`src/design/mtp_pkg.sv`:
```
`default_nettype none

package mtp_pkg;

  // tag that opens every track chunk
  localparam logic [31:0] TAG_MTRK = 32'h4D54_726B;

  // meta type that closes a track
  localparam logic [7:0] META_END_OF_TRACK = 8'h2F;

  // status nibbles of the one-data-byte channel messages
  localparam logic [3:0] STAT_PROG_CHANGE = 4'hC;
  localparam logic [3:0] STAT_CHAN_PRESS  = 4'hD;

  // queue geometry
  localparam int unsigned QUEUE_DEPTH = 4;
  localparam int unsigned QUEUE_AW    = 2;
  localparam int unsigned QUEUE_CW    = 3;

  typedef enum logic [3:0] {
    PH_IDLE      = 4'd0,
    PH_HEADER    = 4'd1,
    PH_DELTA     = 4'd2,
    PH_STATUS    = 4'd3,
    PH_DATA1     = 4'd4,
    PH_DATA2     = 4'd5,
    PH_META_TYPE = 4'd6,
    PH_META_LEN  = 4'd7,
    PH_META_DATA = 4'd8
  } phase_t;

  typedef enum logic [2:0] {
    KIND_CHANNEL   = 3'd0,
    KIND_META_HDR  = 3'd1,
    KIND_META_BYTE = 3'd2,
    KIND_END       = 3'd3,
    KIND_ERROR     = 3'd4
  } kind_t;

  typedef enum logic [2:0] {
    ERR_NONE      = 3'd0,
    ERR_BAD_TAG   = 3'd1,
    ERR_BAD_STAT  = 3'd2,
    ERR_LEN_DELTA = 3'd3,
    ERR_LEN_MISM  = 3'd4
  } err_t;

  // one result item, last field in the lowest bits
  typedef struct packed {
    logic [7:0]  meta_byte;
    logic [31:0] meta_length;
    logic [7:0]  meta_type;
    logic [7:0]  second_data;
    logic [7:0]  first_data;
    logic [3:0]  channel;
    logic [3:0]  status_high;
    logic [31:0] delta_time;
    err_t        error_code;
    kind_t       result_kind;
  } res_t;

  // a result item with its end-of-run mark
  typedef struct packed {
    logic last;
    res_t res;
  } entry_t;

  // results produced by one byte
  typedef struct packed {
    logic [1:0] count;
    entry_t     first;
    entry_t     second;
  } push_t;

endpackage

`default_nettype wire

```
`src/design/midi_track_event_parser.sv`:
```
// path: a byte taken goes to the input register and, once the queue has room,
//   its results are written to the result queue, whose head is offered out
// throughput: one track byte per cycle; a byte giving two results offers them
//   one after the other on the output, and input stalls while the four-entry
//   result queue holds more than two entries
// reset: rst_n synchronous, active low; parser idle, queue empty, strict_mode 1
`default_nettype none

module midi_track_event_parser
  import mtp_pkg::*;
(
  input  wire logic         clk,
  input  wire logic         rst_n,
  input  wire logic         in_tvalid,
  output logic              in_tready,
  input  wire logic [7:0]   in_tdata,   // track_byte
  input  wire logic         in_tuser,   // start_of_track
  output logic              out_tvalid,
  input  wire logic         out_tready,
  // result_kind, error_code, delta_time, status_high, channel, first_data,
  // second_data, meta_type, meta_length, meta_byte, two zero bits
  output logic [111:0]      out_tdata,
  output logic              out_tlast,  // last_in_run
  input  wire logic         cfg_wr_en,
  input  wire logic         cfg_wr_data  // strict_mode
);

  logic                byte_v_r;
  logic [7:0]          byte_r;
  logic                sot_r;
  logic                strict_r;
  logic                advance;
  push_t               push;
  entry_t              head;
  logic                q_valid;
  logic [QUEUE_CW-1:0] q_fill;

  // byte is consumed once the queue has room for two results
  assign advance   = byte_v_r && (q_fill <= QUEUE_CW'(QUEUE_DEPTH - 2));
  assign in_tready = !byte_v_r || advance;

  // input register
  always_ff @(posedge clk) begin
    if (!rst_n) begin
      byte_v_r <= 1'b0;
    end else if (in_tready) begin
      byte_v_r <= in_tvalid;
    end
  end

  always_ff @(posedge clk) begin
    if (in_tready && in_tvalid) begin
      byte_r <= in_tdata;
      sot_r  <= in_tuser;
    end
  end

  // configuration register
  always_ff @(posedge clk) begin
    if (!rst_n) begin
      strict_r <= 1'b1;
    end else if (cfg_wr_en) begin
      strict_r <= cfg_wr_data;
    end
  end

  mtp_parser u_parser (
    .clk         (clk),
    .rst_n       (rst_n),
    .byte_valid  (advance),
    .byte_in     (byte_r),
    .sot_in      (sot_r),
    .strict_mode (strict_r),
    .push        (push)
  );

  mtp_out_queue u_queue (
    .clk       (clk),
    .rst_n     (rst_n),
    .push      (push),
    .pop       (out_tready),
    .not_empty (q_valid),
    .fill      (q_fill),
    .head      (head)
  );

  // result channel
  assign out_tvalid = q_valid;
  assign out_tdata  = {2'b00, head.res};
  assign out_tlast  = head.last;

endmodule

`default_nettype wire

```
`src/design/mtp_parser.sv`:
```
`default_nettype none

module mtp_parser
  import mtp_pkg::*;
(
  input  wire logic       clk,
  input  wire logic       rst_n,
  input  wire logic       byte_valid,
  input  wire logic [7:0] byte_in,
  input  wire logic       sot_in,
  input  wire logic       strict_mode,
  output push_t           push
);

  phase_t      phase_r, phase_nxt;
  logic [31:0] hshift_r, hshift_nxt;
  logic [2:0]  hcount_r, hcount_nxt;
  logic [31:0] brem_r, brem_nxt;
  logic [7:0]  run_r, run_nxt;
  logic [31:0] dacc_r, dacc_nxt;
  logic [7:0]  held_r, held_nxt;
  logic [7:0]  mtype_r, mtype_nxt;
  logic [31:0] mlen_r, mlen_nxt;
  logic [31:0] mleft_r, mleft_nxt;

  logic [31:0] hshift_sh, brem_dec, dacc_new, mlen_new, mleft_dec;
  logic        take_d1, take_mt, fin;
  logic [31:0] fin_len;
  res_t        row0, row1;
  logic [1:0]  nres;

  function automatic res_t err_row(input err_t code);
    res_t r;
    r = '0;
    r.result_kind = KIND_ERROR;
    r.error_code  = code;
    return r;
  endfunction

  function automatic res_t ev_row(input kind_t k, input logic [31:0] dt,
                                  input logic [7:0] st);
    res_t r;
    r = '0;
    r.result_kind = k;
    r.delta_time  = dt;
    r.status_high = st[7:4];
    r.channel     = st[3:0];
    return r;
  endfunction

  // shared arithmetic
  assign hshift_sh = {hshift_r[23:0], byte_in};
  assign brem_dec  = brem_r - 32'd1;
  assign dacc_new  = {dacc_r[24:0], 7'd0} + {25'd0, byte_in[6:0]};
  assign mlen_new  = {mlen_r[24:0], 7'd0} + {25'd0, byte_in[6:0]};
  assign mleft_dec = mleft_r - 32'd1;

  // next state and results of one byte
  always_comb begin
    phase_nxt  = phase_r;
    hshift_nxt = hshift_r;
    hcount_nxt = hcount_r;
    brem_nxt   = brem_r;
    run_nxt    = run_r;
    dacc_nxt   = dacc_r;
    held_nxt   = held_r;
    mtype_nxt  = mtype_r;
    mlen_nxt   = mlen_r;
    mleft_nxt  = mleft_r;
    take_d1    = 1'b0;
    take_mt    = 1'b0;
    fin        = 1'b0;
    fin_len    = mlen_r;
    row0       = '0;
    row1       = '0;
    nres       = 2'd0;

    if (byte_valid && sot_in) begin
      phase_nxt  = PH_HEADER;
      hshift_nxt = {24'd0, byte_in};
      hcount_nxt = 3'd1;
      brem_nxt   = '0;
      run_nxt    = '0;
      dacc_nxt   = '0;
      held_nxt   = '0;
      mtype_nxt  = '0;
      mlen_nxt   = '0;
      mleft_nxt  = '0;
    end else if (byte_valid) begin
      case (phase_r)
        PH_HEADER: begin
          hshift_nxt = hshift_sh;
          if (hcount_r == 3'd3 && hshift_sh != TAG_MTRK) begin
            row0      = err_row(ERR_BAD_TAG);
            nres      = 2'd1;
            phase_nxt = PH_IDLE;
          end else if (hcount_r == 3'd7) begin
            hcount_nxt = 3'd0;
            brem_nxt   = hshift_sh;
            if (hshift_sh == 32'd0 && strict_mode) begin
              row0             = '0;
              row0.result_kind = KIND_END;
              nres             = 2'd1;
              phase_nxt        = PH_IDLE;
            end else begin
              dacc_nxt  = '0;
              phase_nxt = PH_DELTA;
            end
          end else begin
            hcount_nxt = hcount_r + 3'd1;
          end
        end
        PH_DELTA: begin
          dacc_nxt = dacc_new;
          brem_nxt = brem_dec;
          if (brem_dec == 32'd0) begin
            row0      = err_row(ERR_LEN_DELTA);
            nres      = 2'd1;
            phase_nxt = PH_IDLE;
          end else if (!byte_in[7]) begin
            phase_nxt = PH_STATUS;
          end
        end
        PH_STATUS: begin
          if (byte_in[7]) begin
            brem_nxt  = brem_dec;
            run_nxt   = byte_in;
            phase_nxt = (byte_in[7:4] == 4'hF) ? PH_META_TYPE : PH_DATA1;
          end else if (!run_r[7]) begin
            row0      = err_row(ERR_BAD_STAT);
            nres      = 2'd1;
            phase_nxt = PH_IDLE;
          end else if (run_r[7:4] == 4'hF) begin
            take_mt = 1'b1;
          end else begin
            take_d1 = 1'b1;
          end
        end
        PH_DATA1: begin
          take_d1 = 1'b1;
        end
        PH_DATA2: begin
          brem_nxt         = brem_dec;
          row0             = ev_row(KIND_CHANNEL, dacc_r, run_r);
          row0.first_data  = held_r;
          row0.second_data = byte_in;
          nres             = 2'd1;
          dacc_nxt         = '0;
          phase_nxt        = PH_DELTA;
        end
        PH_META_TYPE: begin
          take_mt = 1'b1;
        end
        PH_META_LEN: begin
          brem_nxt = brem_dec;
          mlen_nxt = mlen_new;
          if (!byte_in[7]) begin
            mleft_nxt        = mlen_new;
            row0             = ev_row(KIND_META_HDR, dacc_r, run_r);
            row0.meta_type   = mtype_r;
            row0.meta_length = mlen_new;
            nres             = 2'd1;
            fin_len          = mlen_new;
            if (mlen_new == 32'd0) begin
              fin = 1'b1;
            end else begin
              phase_nxt = PH_META_DATA;
            end
          end
        end
        PH_META_DATA: begin
          brem_nxt         = brem_dec;
          row0             = ev_row(KIND_META_BYTE, dacc_r, run_r);
          row0.meta_type   = mtype_r;
          row0.meta_length = mlen_r;
          row0.meta_byte   = byte_in;
          nres             = 2'd1;
          mleft_nxt        = mleft_dec;
          fin              = (mleft_dec == 32'd0);
        end
        default: begin
          phase_nxt = PH_IDLE;
        end
      endcase

      // first data byte of a channel message
      if (take_d1) begin
        brem_nxt = brem_dec;
        if (run_r[7:4] == STAT_PROG_CHANGE || run_r[7:4] == STAT_CHAN_PRESS) begin
          row0            = ev_row(KIND_CHANNEL, dacc_r, run_r);
          row0.first_data = byte_in;
          nres            = 2'd1;
          dacc_nxt        = '0;
          phase_nxt       = PH_DELTA;
        end else begin
          held_nxt  = byte_in;
          phase_nxt = PH_DATA2;
        end
      end

      // meta type byte
      if (take_mt) begin
        brem_nxt  = brem_dec;
        mtype_nxt = byte_in;
        mlen_nxt  = '0;
        phase_nxt = PH_META_LEN;
      end

      // close of a meta event
      if (fin) begin
        if (mtype_r == META_END_OF_TRACK) begin
          phase_nxt = PH_IDLE;
          nres      = 2'd2;
          if (strict_mode && brem_dec != 32'd0) begin
            row1 = err_row(ERR_LEN_MISM);
          end else begin
            row1             = ev_row(KIND_END, dacc_r, run_r);
            row1.meta_type   = mtype_r;
            row1.meta_length = fin_len;
          end
        end else begin
          dacc_nxt  = '0;
          phase_nxt = PH_DELTA;
        end
      end
    end
  end

  // results to the queue
  always_comb begin
    push              = '0;
    push.count        = nres;
    push.first.res    = row0;
    push.first.last   = (nres == 2'd1);
    push.second.res   = row1;
    push.second.last  = 1'b1;
  end

  // parse state
  always_ff @(posedge clk) begin
    if (!rst_n) begin
      phase_r  <= PH_IDLE;
      hshift_r <= '0;
      hcount_r <= '0;
      brem_r   <= '0;
      run_r    <= '0;
      dacc_r   <= '0;
      held_r   <= '0;
      mtype_r  <= '0;
      mlen_r   <= '0;
      mleft_r  <= '0;
    end else begin
      phase_r  <= phase_nxt;
      hshift_r <= hshift_nxt;
      hcount_r <= hcount_nxt;
      brem_r   <= brem_nxt;
      run_r    <= run_nxt;
      dacc_r   <= dacc_nxt;
      held_r   <= held_nxt;
      mtype_r  <= mtype_nxt;
      mlen_r   <= mlen_nxt;
      mleft_r  <= mleft_nxt;
    end
  end

endmodule

`default_nettype wire

```
`src/design/mtp_out_queue.sv`:
```
`default_nettype none

module mtp_out_queue
  import mtp_pkg::*;
(
  input  wire logic              clk,
  input  wire logic              rst_n,
  input  wire push_t             push,
  input  wire logic              pop,
  output logic                   not_empty,
  output logic [QUEUE_CW-1:0]    fill,
  output entry_t                 head
);

  entry_t              mem [QUEUE_DEPTH];
  logic [QUEUE_AW-1:0] wptr_r, wptr_nxt;
  logic [QUEUE_AW-1:0] rptr_r, rptr_nxt;
  logic [QUEUE_CW-1:0] cnt_r, cnt_nxt;
  logic [QUEUE_AW-1:0] wptr_inc;
  logic                do_pop;

  assign not_empty = (cnt_r != '0);
  assign fill      = cnt_r;
  assign head      = mem[rptr_r];
  assign do_pop    = pop && not_empty;
  assign wptr_inc  = wptr_r + {{(QUEUE_AW-1){1'b0}}, 1'b1};

  // pointer and fill bookkeeping
  always_comb begin
    wptr_nxt = wptr_r + push.count;
    rptr_nxt = rptr_r + {{(QUEUE_AW-1){1'b0}}, do_pop};
    cnt_nxt  = cnt_r + {{(QUEUE_CW-2){1'b0}}, push.count}
               - {{(QUEUE_CW-1){1'b0}}, do_pop};
  end

  always_ff @(posedge clk) begin
    if (!rst_n) begin
      wptr_r <= '0;
      rptr_r <= '0;
      cnt_r  <= '0;
    end else begin
      wptr_r <= wptr_nxt;
      rptr_r <= rptr_nxt;
      cnt_r  <= cnt_nxt;
    end
  end

  // entry storage, up to two writes a cycle
  always_ff @(posedge clk) begin
    if (push.count != 2'd0) begin
      mem[wptr_r] <= push.first;
    end
    if (push.count == 2'd2) begin
      mem[wptr_inc] <= push.second;
    end
  end

endmodule

`default_nettype wire

```
`config.mk`:
```
export PLATFORM = sky130hd
export DESIGN_NAME = midi_track_event_parser
export DESIGN_NICKNAME = d
export VERILOG_FILES = /design/src/design/mtp_pkg.sv /design/src/design/midi_track_event_parser.sv /design/src/design/mtp_parser.sv /design/src/design/mtp_out_queue.sv
export SDC_FILE = /design/constraint.sdc
export NUM_CORES = 1
export LEC_CHECK = 0
export BUFFER_PORTS_ARGS = -buffer_cell sky130_fd_sc_hd__buf_2
export CORE_UTILIZATION = 28
export DETAILED_ROUTE_END_ITERATION = 10
export PLACE_DENSITY = 0.54
export SYNTH_ARGS = -nofsm -noshare
export SYNTH_HDL_FRONTEND = slang
export SYNTH_SLANG_ARGS = --single-unit
export TNS_END_PERCENT = 20
```
`constraint.sdc`:
```
create_clock -name clk -period 6.2 [get_ports clk]
set_input_delay 0.31 -clock clk [delete_from_list [all_inputs] [get_ports clk]]
set_output_delay 0.31 -clock clk [all_outputs]
set_load 0.01 [all_outputs]
```
Yosys cells after proc, flatten, opt, wreduce, memory -nomap -nowiden
Memories as Yosys holds them, arrays and structs flattened. A register that Yosys moved wholly into a read port is not among the register bits.
Index checks and enable logic that the tools add are counted.
Widths: inputs -> output; s select.

storage, ports and cells
  bits in registers = 201
  bits in writable memories = 444
  bits of input ports = 15
  output and inout bits = 115
  memories = 1

memories
  name         depth  bits a word  read ports  clocked after Yosys merged registers in  wr ports  RTL line             text
  u_queue.mem  4      111          1           1                                        2         mtp_out_queue.sv:15  entry_t mem [QUEUE_DEPTH];

cells by class
  $add $sub $neg = 10
  order comparisons = 1
  equality and inequality tests = 35
  mux-type cells = 99
  bitwise logic cells = 3
  reductions and logical operators = 38

operators by type and width
  cell                   number
  $mux 110               11
  $pmux 110 s6           1
  $mux 32                17
  $mux 102               2
  $pmux 32 s3            2
  $logic_not 32->1       4
  $add 32x7->32          2
  $pmux 32 s2            1
  $sub 32x1->32 const B  2
  $mux 4                 11
  $ne 32x31->1 const B   1
  $reduce_bool 32->1     1
  $mux 1                 28
  $mux 2                 14
  $mux 8                 3
  $pmux 4 s6             1
  $eq 4x4->1 const B     5
  $eq 4x3->1 const B     4
  $reduce_and 3->1       5
  $reduce_and 7->1       2
  $ne 6x2->1 const B     2
  $mux 5                 2
  $pmux 2 s5             1
  $reduce_bool 2->1      5
  41 further kinds       59

Longest topological paths before layout
  depth after elaboration = 15
  gate-level depth with buffers = 18
  mapped depth without buffers = 16

Hierarchy
A second synthesis with hierarchy kept.

second synthesis, totals
  cells, all modules = 2,907
  area, all modules = 34,342.9 µm²

by module, submodules not included
  module                   times used  cells an instance  area each (µm²)  sequential area each (µm²)
  mtp_out_queue            1           1,117              21,782.1         13,472.9
  mtp_parser               1           1,765              12,156.7         3,663.5
  midi_track_event_parser  1           25                 404.1            310.3

Worst setup path after synthesis
No wires, ideal clock.

  path kind = register to register
  start point = register u_parser.brem_r[0]
  end point = memory u_queue.mem[0][0] (netlist bit) (enable)
  setup time = 0.445 ns
  data arrival time = 5.091 ns
  data required time = 5.755 ns
  path slack = 0.664 ns
  cell stages (with the launch flop) = 12
  buffers on the path = 2
  clock period less this slack = 5.536 ns
  cell sequence = dfxtp_1 inv_1 ha_1 or3b_1 clkbuf_1 or4_1 xnor2_1 or4_4 nor4_4 o211ai_4 clkbuf_1 nand2_1

RTL lines
  what                    RTL line             text
  from (decl)             mtp_parser.sv:18     logic [31:0] brem_r, brem_nxt;
  from (signal assigned)  mtp_parser.sv:256    brem_r <= brem_nxt;
  to (decl)               mtp_out_queue.sv:15

==> results by group <==
Run status
  – Run status: finished, final reports clean

Synth
  – FFs w/ async S/R, synth: 0%
  – Post-synthesis compound-gate area fraction: between 10 and 15%
  – Share of the yosys chip area belonging to registers: 53.2%
  – Adder-cell share of the synthesized area: less than 1%
  – Post-synthesis instance area: just over 30000 um^2
  – Distinct cell type count of the synthesized netlist: 76
  – Average cell area after synthesis: around 11 um^2
  – Largest family of logic cells by synthesized area: simple AND/OR/NAND/NOR gates
  – Commonest register cell after synthesis: sky130_fd_sc_hd__edfxtp_1
  – Area share of xor/xnor cells in the synthesized design: less than 1%
  – Synthesis Warnings: 0
  – Share of cell area taken by muxes after synthesis: 13.1%
  – Number of synthesized register bits: about 650
  – Gate Count Post-Synth: between 2000 and 3000
  – Fraction of the mapped netlist area in simple logic gates: between 10% and 20%
  – Number of synthesized flops with an enable pin: between 300 and 400

Drt
  – Routed wl met3: 5160 um
  – Avg WL per Cell: roughly 21 um
  – Initial detailed-routing violation count: around 1900
  – Via count: ~23000
  – Vias per std cell: roughly 5.3
  – Remaining number of nets flagged by the antenna check after routing: 0
  – Met2 Wirelength: ~44000 um
  – Pre-Repair DR Iteration Count: 6
  – Highest metal layer used by the detailed router: met4
  – DRC viols: 0
  – Final WL: ~93000 um
  – Wire length on met1: 41600 um

Clock network
  – Clock slew at reported path FFs: 0.06 ns
  – Max H-tree Level: 3
  – CTS Buffer Depth: 3
  – CTS tree: built
  – Count of clock tree sinks: 645
  – Number of clock buffers inserted by TritonCTS: 75
  – Number of hold-repair buffers added at the cts stage: 12
  – Worst skew pair latency: approximately 0.64 ns
  – Total of cells resized after clock tree synthesis: 0
  – Setup Fix Bufs, Post-CTS: 0
  – Clock root buffer master: sky130_fd_sc_hd__clkbuf_16

Hold path
  – Hold WC Path Type: in -> reg

STA
  – Final setup violation count: 0
  – Pin slew with the least headroom to its limit: 1.19 ns
  – Slew margin rel.: 20.2%
  – Fmax: 199 MHz
  – Final number of max-transition violations: 0
  – Post-route worst setup slack: approximately 1.2 ns
  – Worst clock skew: about 0.029 ns
  – Minimum clock period after layout: between 5 and 6 ns
  – Ratio of final minimum period to clock period: ~80%
  – Worst Hold Slack: 0.100 ns
  – RSZ-0062 raised after global routing: false
  – Total count of hold-check failures in the final report: 0
  – Aggregate negative setup slack: 0 ns

Finish
  – Final instance area: about 35000 um^2
  – Number of filler instances in the final layout: 11000
  – Area added between synthesis and finish: 14.4%
  – NumNets Final: ~2900
  – Share of cells above drive strength 1: between 10% and 20%

Critical path
  – Top cell family by delay on the critical path: simple AND/OR/NAND/NOR gates
  – Max Fanout on Critical Path: 47
  – Nature of the critical path endpoint: register
  – Worst Path Class, Setup: reg -> reg
  – Required time reported for the critical path endpoint: 6.49 ns
  – CP Cell Sequence: inv_1, ha_1, nor4b_1, nand4_1, nor2_1, nand3_1, o22ai_1, a41o_1, nand3_1, nand2_4, buf_12
  – Highest cell delay on the worst timing path: 0.67 ns
  – Startpoint kind of the worst setup timing path: register
  – CP Data Arrival Time: between 5 and 6 ns
  – Worst path slowest cell: sky130_fd_sc_hd__a41o_1
  – Worst-case register-to-register setup slack: approximately 1.2 ns
  – Cell repeated most along the worst path: sky130_fd_sc_hd__nand3_1
  – Crit path buffers/inverters: 2

Placement
  – Worst slack at placement: 1.30 ns
  – Number of I/O port buffers: ~130
  – Final estimated routing congestion in global placement: 0.853
  – HPWL after DPL: 55000 um
  – DP Area: 32700 um^2

GRT
  – Vias in the first global route: about 22000
  – Pin count of the biggest net entering global routing: 85
  – GRT overflow: 0
  – Wire length of the first global-routing pass: 141000 um
  – Total global routing track utilization: roughly 16%
  – Number of antenna violations at the first check in global routing: 3

Pwr
  – P_leak: about 12 nW
  – Largest voltage drop on the vdd net: between 0.0002 and 0.00025 V
  – PwrDens: ~300 nW/um^2

Die
  – Initial Utilization: 28.3%
  – I/O Pins: 130
  – Die Width: between 300 and 400 um
  – # rows: approximately 120
  – Standard cell core area: roughly 110000 um^2
  – Die Footprint: 111000 um^2
  – Die span in y: 333 um

Flow run
  – Max-Cap Viols: 0
[Yosys cell counts, drive strengths merged (9+ instances only)]
cell type,n,area share (%)
nor4,44,1.0
a31oi,9,0.18
o21ai,115,1.9
a211oi,17,0.41
edfxtp,345,34
o31ai,10,0.24
or3,15,0.31
nor2,267,3.3
inv,25,0.31
dfxtp,300,20
and3,24,0.49
nand4,32,0.71
mux4,111,8.1
nand3b,10,0.24
buf,87,1.5
nor2b,17,0.35
clkbuf,169,2.1
a22oi,28,0.68
o22ai,144,2.9
ha,12,0.49
nand2b,13,0.26
nor3,41,0.70
mux2i,152,4.9
and2,171,3.5
nand3,65,1.1
xnor2,12,0.34
nand2,260,3.2
a22o,64,1.8
o211ai,10,0.42
a21oi,160,2.6
[cells in the final DEF (no fill, tap or decap), types with 10 or more instances in the layout]
cell type and count:
sky130_fd_sc_hd__a211oi_1 17, sky130_fd_sc_hd__a21oi_1 160, sky130_fd_sc_hd__a22o_1 64, sky130_fd_sc_hd__a22oi_1 28, sky130_fd_sc_hd__and2_1 171, sky130_fd_sc_hd__and3_1 24
sky130_fd_sc_hd__buf_2 127, sky130_fd_sc_hd__buf_4 54, sky130_fd_sc_hd__clkbuf_1 28, sky130_fd_sc_hd__clkbuf_16 79, sky130_fd_sc_hd__clkbuf_8 11, sky130_fd_sc_hd__dfxtp_1 298
sky130_fd_sc_hd__dlygate4sd3_1 12, sky130_fd_sc_hd__edfxtp_1 345, sky130_fd_sc_hd__ha_1 12, sky130_fd_sc_hd__inv_1 25, sky130_fd_sc_hd__mux2i_1 152, sky130_fd_sc_hd__mux4_2 111
sky130_fd_sc_hd__nand2_1 255, sky130_fd_sc_hd__nand2b_1 13, sky130_fd_sc_hd__nand3_1 65, sky130_fd_sc_hd__nand3b_1 10, sky130_fd_sc_hd__nand4_1 29, sky130_fd_sc_hd__nor2_1 261
sky130_fd_sc_hd__nor2b_1 17, sky130_fd_sc_hd__nor3_1 37, sky130_fd_sc_hd__nor4_1 40, sky130_fd_sc_hd__o21ai_0 88, sky130_fd_sc_hd__o21ai_1 24, sky130_fd_sc_hd__o22ai_1 144
sky130_fd_sc_hd__or3_1 15, sky130_fd_sc_hd__xnor2_1 12
[cell type report]
cell class                 count  area, um^2  area share [%]
sequential                   645       16400            46.5
multi-input combinational   1902       13300            37.8
clock buffer                 118        2230            6.35
tap                         1414        1770            5.03
timing repair buffer         198        1260            3.58
clock inverter                16         159           0.451
inverter                      25        93.8           0.267
antenna                        1        2.50         0.00711
[registers in the layout, indices dropped and copies added, names as in the netlist]
signal / count
u_parser.mleft_r: 32
u_parser.run_r: 8
u_parser.phase_r: 4
u_queue.rptr_r: 2
u_parser.dacc_r: 32
u_queue.fill: 3
byte_v_r: 1
u_queue.wptr_r: 2
u_parser.mlen_r: 32
strict_r: 1
u_parser.brem_r: 32
u_parser.hshift_r: 24
u_parser.hcount_r: 3
u_parser.mtype_r: 8
byte_r: 8
u_parser.held_r: 8
sot_r: 1
u_queue.mem: 444
[worst min-delay path: stages]
cell and delay, ns:
sky130_fd_sc_hd__buf_2 0.09, sky130_fd_sc_hd__buf_4 0.21, sky130_fd_sc_hd__nand2_1 0.08
[cell families (layout without fill, tap and decap cells)]
| group | after synthesis | in the layout |
|---|---|---|
| simple gates | 1001 | 1001 |
| flops | 645 | 645 |
| compound gates | 604 | 604 |
| buf+inv | 281 | 357 |
| mux | 263 | 263 |
| xor+xnor | 19 | 19 |
| fa+ha+maj | 13 | 13 |
| other cells | 1 | 3 |
[power breakdown]
group | total (mW) | switching, mW | internal [mW]
Sequential | 4.62 | 0.124 | 4.49
Combinational | 1.73 | 0.980 | 0.751
Clock | 4.33 | 1.81 | 2.53
Total | 10.7 | 2.91 | 7.77
[final timing paths]
path	from	to	depth (start not counted)
worst min-delay path	rst_n	strict_r$_SDFFE_PN1P_	3
worst min register to register	u_queue.mem[0][4]$_SDFFE_PP0P_	u_queue.mem[0][4]$_SDFFE_PP0P_	2
worst max register to register	u_parser.mleft_r[0]$_SDFFE_PP0P_	u_queue.mem[0][35]$_DFFE_PP_	11
worst max-delay path	u_parser.mleft_r[0]$_SDFFE_PP0P_	u_queue.mem[0][35]$_DFFE_PP_	11
[stage by stage]
step | power (mW) | std cells | utilization (%)
global route | 11.1 | 4318 | 32.3
detailed placement | 6.47 | 4172 | 30.0
finish | 10.7 | 4319 | 32.3
CTS | 10.8 | 4318 | 32.3
floorplan | 5.72 | 2828 | -
global placement | 6.47 | 4172 | 30.0
[routing by layer]
layer | vias to the layer above | global-route usage (%)
li1 | 10600 | -
met3 | 145 | 2.43
met4 | 0 | 4.78
met2 | 681 | 26.6
met1 | 11500 | 22.4
met5 | - | 0
(Power assumes the default switching activity.)
